<file path="config.mk">
export PLATFORM = sky130hd
export DESIGN_NAME = mwpo_csr
export DESIGN_NICKNAME = d
export VERILOG_FILES = /design/src/rtl/core/mwpo_pkg.sv /design/src/rtl/core/mwpo_csr.sv
export SDC_FILE = /design/constraint.sdc
export NUM_CORES = 1
export LEC_CHECK = 0
export BUFFER_PORTS_ARGS = -buffer_cell sky130_fd_sc_hd__buf_2
export CORE_MARGIN = 3
export CORE_UTILIZATION = 25
export DETAILED_ROUTE_END_ITERATION = 10
export GPL_TIMING_DRIVEN = 0
export MAX_ROUTING_LAYER = met4
export PLACE_DENSITY = 0.78
export SLEW_MARGIN = 20
export SYNTH_ARGS = -nofsm -noshare
export SYNTH_HDL_FRONTEND = slang
export SYNTH_SLANG_ARGS = --single-unit
</file>
<file path="constraint.sdc">
create_clock -name clock -period 0.97 [get_ports clock]
set_input_delay 0.194 -clock clock [delete_from_list [all_inputs] [get_ports clock]]
set_output_delay 0.194 -clock clock [all_outputs]
set_load 0.01 [all_outputs]
</file>
<file path="src/rtl/core/mwpo_pkg.sv">
// package for the multi-waveform phase oscillator
// holds shared widths, codes, the pipeline stage struct and the sine table builder
// no dependencies
`timescale 1ns / 1ps

package mwpo_pkg;

   localparam int SINE_TABLE_BITS_DEF = 10;
   localparam int PHASE_BITS_DEF      = 32;
   localparam int SAMPLE_BITS_DEF     = 16;

   localparam int FREQ_STEP_W       = 32;
   localparam int PHASE_OFFSET_W    = 16;
   localparam int PULSE_THRESHOLD_W = 17;
   localparam int TURN_W            = 32;
   localparam int WAVE_MODE_W       = 3;
   localparam int CSR_DATA_W        = 32;
   localparam int CSR_ADDR_W        = 3;

   localparam logic [CSR_ADDR_W-3:0] CSR_WAVE_MODE_IDX = '0;

   typedef enum logic [WAVE_MODE_W-1:0] {
      WAVE_SINE     = 3'd0,
      WAVE_TRIANGLE = 3'd1,
      WAVE_RISE_SAW = 3'd2,
      WAVE_FALL_SAW = 3'd3,
      WAVE_SQUARE   = 3'd4
   } wave_mode_type;

   // phase stage handed to the shaper
   typedef struct packed {
      logic                         valid;
      logic [TURN_W-1:0]            turn;
      logic [PULSE_THRESHOLD_W-1:0] thr;
   } mwpo_stage_type;

   localparam logic [63:0] Q30_ONE     = 64'd1 << 30;
   localparam logic [63:0] HALF_PI_Q30 = 64'd1686629713;

   // sin(x) for x in [0, pi/2], q30, taylor series to x^13 in horner form
   function automatic logic [63:0] sine_q30(logic [63:0] x);
      logic [63:0] x2;
      logic [63:0] acc;
      logic [63:0] prod;
      x2   = (x * x) >> 30;
      acc  = Q30_ONE;
      prod = ((x2 * acc) >> 30) / 156;
      acc  = (prod >= Q30_ONE) ? 64'd0 : Q30_ONE - prod;
      prod = ((x2 * acc) >> 30) / 110;
      acc  = (prod >= Q30_ONE) ? 64'd0 : Q30_ONE - prod;
      prod = ((x2 * acc) >> 30) / 72;
      acc  = (prod >= Q30_ONE) ? 64'd0 : Q30_ONE - prod;
      prod = ((x2 * acc) >> 30) / 42;
      acc  = (prod >= Q30_ONE) ? 64'd0 : Q30_ONE - prod;
      prod = ((x2 * acc) >> 30) / 20;
      acc  = (prod >= Q30_ONE) ? 64'd0 : Q30_ONE - prod;
      prod = ((x2 * acc) >> 30) / 6;
      acc  = (prod >= Q30_ONE) ? 64'd0 : Q30_ONE - prod;
      return (x * acc) >> 30;
   endfunction

   // quarter-wave table entry k, rounded and clamped to full scale
   function automatic logic [31:0] sine_entry(int k, int tbl_bits, int sample_bits);
      logic [63:0] full;
      logic [63:0] ang;
      logic [63:0] s;
      logic [63:0] v;
      full = 64'd1 << (sample_bits - 1);
      ang  = (HALF_PI_Q30 * 64'(k)) >> tbl_bits;
      s    = sine_q30(ang);
      v    = (s * full + (64'd1 << 29)) >> 30;
      if (v > full) begin
         v = full;
      end
      return v[31:0];
   endfunction

endpackage

</file>
<file path="src/rtl/core/mwpo_csr.sv">
// configuration register block: apb-style write and read of wave_mode
// depends on mwpo_pkg
`timescale 1ns / 1ps

module mwpo_csr import mwpo_pkg::*; (
   input  logic                   clock,
   input  logic                   reset,
   input  logic                   psel,
   input  logic                   penable,
   input  logic                   pwrite,
   input  logic [CSR_ADDR_W-1:0]  paddr,
   input  logic [CSR_DATA_W-1:0]  pwdata,
   output logic [CSR_DATA_W-1:0]  prdata,
   output logic                   pready,
   output logic [WAVE_MODE_W-1:0] wave_mode
);

   logic [WAVE_MODE_W-1:0]  wave_mode_ff;
   logic [WAVE_MODE_W-1:0]  wave_mode_in;
   logic [CSR_ADDR_W-3:0]   reg_index;
   logic                    wr_en;

   assign pready    = 1'b1;
   assign reg_index = paddr[CSR_ADDR_W-1:2];
   assign wr_en     = psel && penable && pwrite;

   always_comb begin
      wave_mode_in = wave_mode_ff;
      if (wr_en && (reg_index == CSR_WAVE_MODE_IDX)) begin
         wave_mode_in = pwdata[WAVE_MODE_W-1:0];
      end
   end

   always_ff @(posedge clock) begin
      if (reset) begin
         wave_mode_ff <= WAVE_SINE;
      end else begin
         wave_mode_ff <= wave_mode_in;
      end
   end

   always_comb begin
      prdata = '0;
      if (reg_index == CSR_WAVE_MODE_IDX) begin
         prdata = {{(CSR_DATA_W-WAVE_MODE_W){1'b0}}, wave_mode_ff};
      end
   end

   assign wave_mode = wave_mode_ff;

endmodule

</file>
==> impl_metrics.tcl <==
set metrics [dict create \
    min_setup_slack_post_route_ns -0.0904 \
    clock_path_buffers 2 \
    insertedDiodeCount 0 \
    synth_warnings 0 \
    clock_insertion_delay_worst_skew_ns 0.23 \
    dominant_combinational_cell_family_by_area_after_synthesis "buffers and inverters" \
    final_period_minus_worst_setup_slack_ns 1.06 \
    drt_wl_total_um 937 \
    grt_use_total 0.0877 \
    post-synth-top-area-fraction 0.552 \
    critical_path.cell_chain "and2b_2 > buf_6" \
    postSynthRegisterBits 3 \
    antenna_found_initial 0 \
    post_synth_inst_count 49 \
    finalNetCount 140 \
    synth_commonest_cells "30 x buf_4, 6 x nand2b_1, 3 x and2b_2, 3 x dfxtp_1, 3 x mux2i_1" \
    vias 339 \
    dominant_cell_by_count_in_the_synthesized_netlist "buf_4" \
    worstPathArrival_ns 0.87 \
    path_max_fanout 2 \
    r2r.worst_path.cells 4 \
    cap_viol_max_count 0 \
    gr-total-overflow 0 \
    layout-drive-gt1-share 0.586 \
    setup.worst_path.class "reg -> out" \
    hold_violations 0 \
    number_of_setup_violations_in_the_final_report 4 \
    worstPathRequired_ns 0.78 \
    power.ir.vdd_worst_mv 0.370 \
    die_area_um2 2150 \
    detailed_place_hpwl_um 703 \
    cts.clk_slew.worst_paths_ns 0.04 \
    ys.flop_type "dfxtp_1" \
    max_clock_freq_ghz 0.943 \
    power.share.clock 0.395 \
    synth_cell_types 8 \
    post_drt_wl_per_cell_um 8.22 \
    biggest_cell_delay_along_the_critical_path_ns 0.31 \
    numClockSinks 3 \
    avgViaCountPerCell 2.97 \
    critPathCaptureType "output port" \
    buffer_ports.inserted 14 \
    cts_buffers 3 \
    result_of_the_run "finished with violations" \
    coreArea_um2 1420 \
    pwr-share-seq 0.237 \
    number_of_top_level_pins 76 \
    width_of_the_chip_um 46.4 \
    power.switching_uw 150 \
    async_flop_share 0 \
    min_path_type "in -> reg" \
    powerDensity_nw_per_um2 771 \
    cts_max_level 1 \
    final_core_util 0.500 \
    switching_share 0.275 \
    slew_viol_final 0 \
    floorplan.initialDensity 0.288 \
    power.share.combinational 0.369 \
    worst_clock_skew_ns 0 \
    failed_checks "setup timing" \
    dp_worst_setup_slack_ns 0.0204 \
    post_synth_xor_area_fraction 0 \
    finalSetupTns_ns -0.239 \
    tritoncts "yes" \
    die_height_um 46.4 \
    synth_compound_gate_area_share 0 \
    drtIter0Drc 0 \
    synth.area.mux_share 0.0736 \
    firstDrtPassIters 1 \
    placed_cell_area_um2 602 \
    worstSetupStartpoint "wave_mode[2]" \
    stdcell_area_um2 707 \
    syn-cell-area_um2 408 \
    rr_endpoint "wave_mode[0]" \
    first_global_vias 265 \
    synth_area_per_cell_um2 8.32 \
    r2r_start "wave_mode[0]" \
    antenna_left 0 \
    worstSetupEndpoint "prdata[2]" \
    core.rowCount 13 \
    finalCritPeriodShare 1.09 \
    p_int_uw 395 \
    total_leakage_power_uw 0.000440 \
    cts_root_buffer "clkbuf_4" \
    grt_setup_unrepaired "true" \
    synth_top_area_cell "buf_4" \
    simple_gate_fraction_of_synth_area 0.181 \
    yosys.area_share.adder 0 \
    synth_enable_flop_cells 0 \
    seq_area_frac_synth 0.147 \
    largest_register_ffs 3 \
    globalplace.congestion 0.631 \
    drc_errors 0 \
    rrSetupSlack_ns 0.19 \
    grt_max_degree 7 \
    critPathSlowestCell "dfxtp_2" \
    ys_top_cells_by_area "buf_4 55%, dfxtp_1 15%, nand2b_1 9.2%" \
    synthToLayoutAreaGrowth_pct 73.3 \
    grt_first_pass_wirelength_um 1210 \
    startpoint_class_of_the_critical_path "flop" \
]
-- critical path: cells and delay by family (launching register included) --
kind | cells | cell delay (ns)
AND/OR/NAND/NOR | 1 | 0.20
buffers and inverters | 1 | 0.12
flip-flops | 1 | 0.31
-- layout by cell type (no fill, tap or decap), drive strengths merged --
| master | instances |
|---|---|
| conb | 30 |
| mux2i | 3 |
| and4b | 1 |
| buf | 49 |
| and2b | 3 |
| dfxtp | 3 |
| clkbuf | 4 |
| nand2b | 6 |
-- power by group through the flow --
| stage | sequential, uW | combinational [uW] | clock [uW] |
|---|---|---|---|
| 4_1_cts | 129 | 192 | 228 |
| 2_1_floorplan | 132 | 158 | 0 |
| 6_report | 129 | 201 | 215 |
| 3_5_place_dp | 131 | 182 | 0 |
| 5_1_grt | 129 | 221 | 233 |
| 3_3_place_gp | 130 | 181 | 0 |
-- worst min path at each step --
stage	start	to	slack, ns	cells after the start
2_1_floorplan	pwdata[0]	wave_mode[0]	0.35	2
3_3_place_gp	pwdata[0]	wave_mode[0]	0.48	3
3_5_place_dp	pwdata[2]	wave_mode[2]	0.48	3
4_1_cts	pwdata[2]	wave_mode[2]	0.23	3
5_1_grt	pwdata[1]	wave_mode[1]	0.26	3
6_report	pwdata[1]	wave_mode[1]	0.24	3
-- what timing repair did --
item,4_1_cts,5_1_grt
setup buffers,3,1
gates resized for setup,9,2
setup endpoints to repair,3,6
hold buffers,0,0
-- through the flow --
| stage | power, uW | hold WS [ns] | std cells |
|---|---|---|---|
| finish | 545 | 0.239 | 114 |
| global route | 583 | 0.262 | 114 |
| CTS | 548 | 0.226 | 113 |
| detailed placement | 312 | 0.476 | 106 |
| global placement | 311 | 0.479 | 106 |
| floorplan | 289 | 0.349 | 77 |
-- cell families after synthesis --
family / after synthesis
simple gates: 10
flops: 3
buf+inv: 31
other cells: 2
mux: 3
-- layout make-up --
type | instances | area [um2]
fillers | 137 | 708
clock buffers | 4 | 26.3
repair buffers | 18 | 145
plain buffers | 31 | 236
flip-flops and latches | 3 | 63.8
multi-input cells | 43 | 216
well taps | 15 | 18.8
-- metal layers --
metal / part of all wire / vias up / GRT usage
met5: 0 / - / -
li1: - / 190 / -
met3: 0.15 / 0 / 0.0469
met1: 0.27 / 128 / 0.0642
met4: 0 / 0 / 0.0341
met2: 0.58 / 21 / 0.170
(Power assumes the default switching activity.)
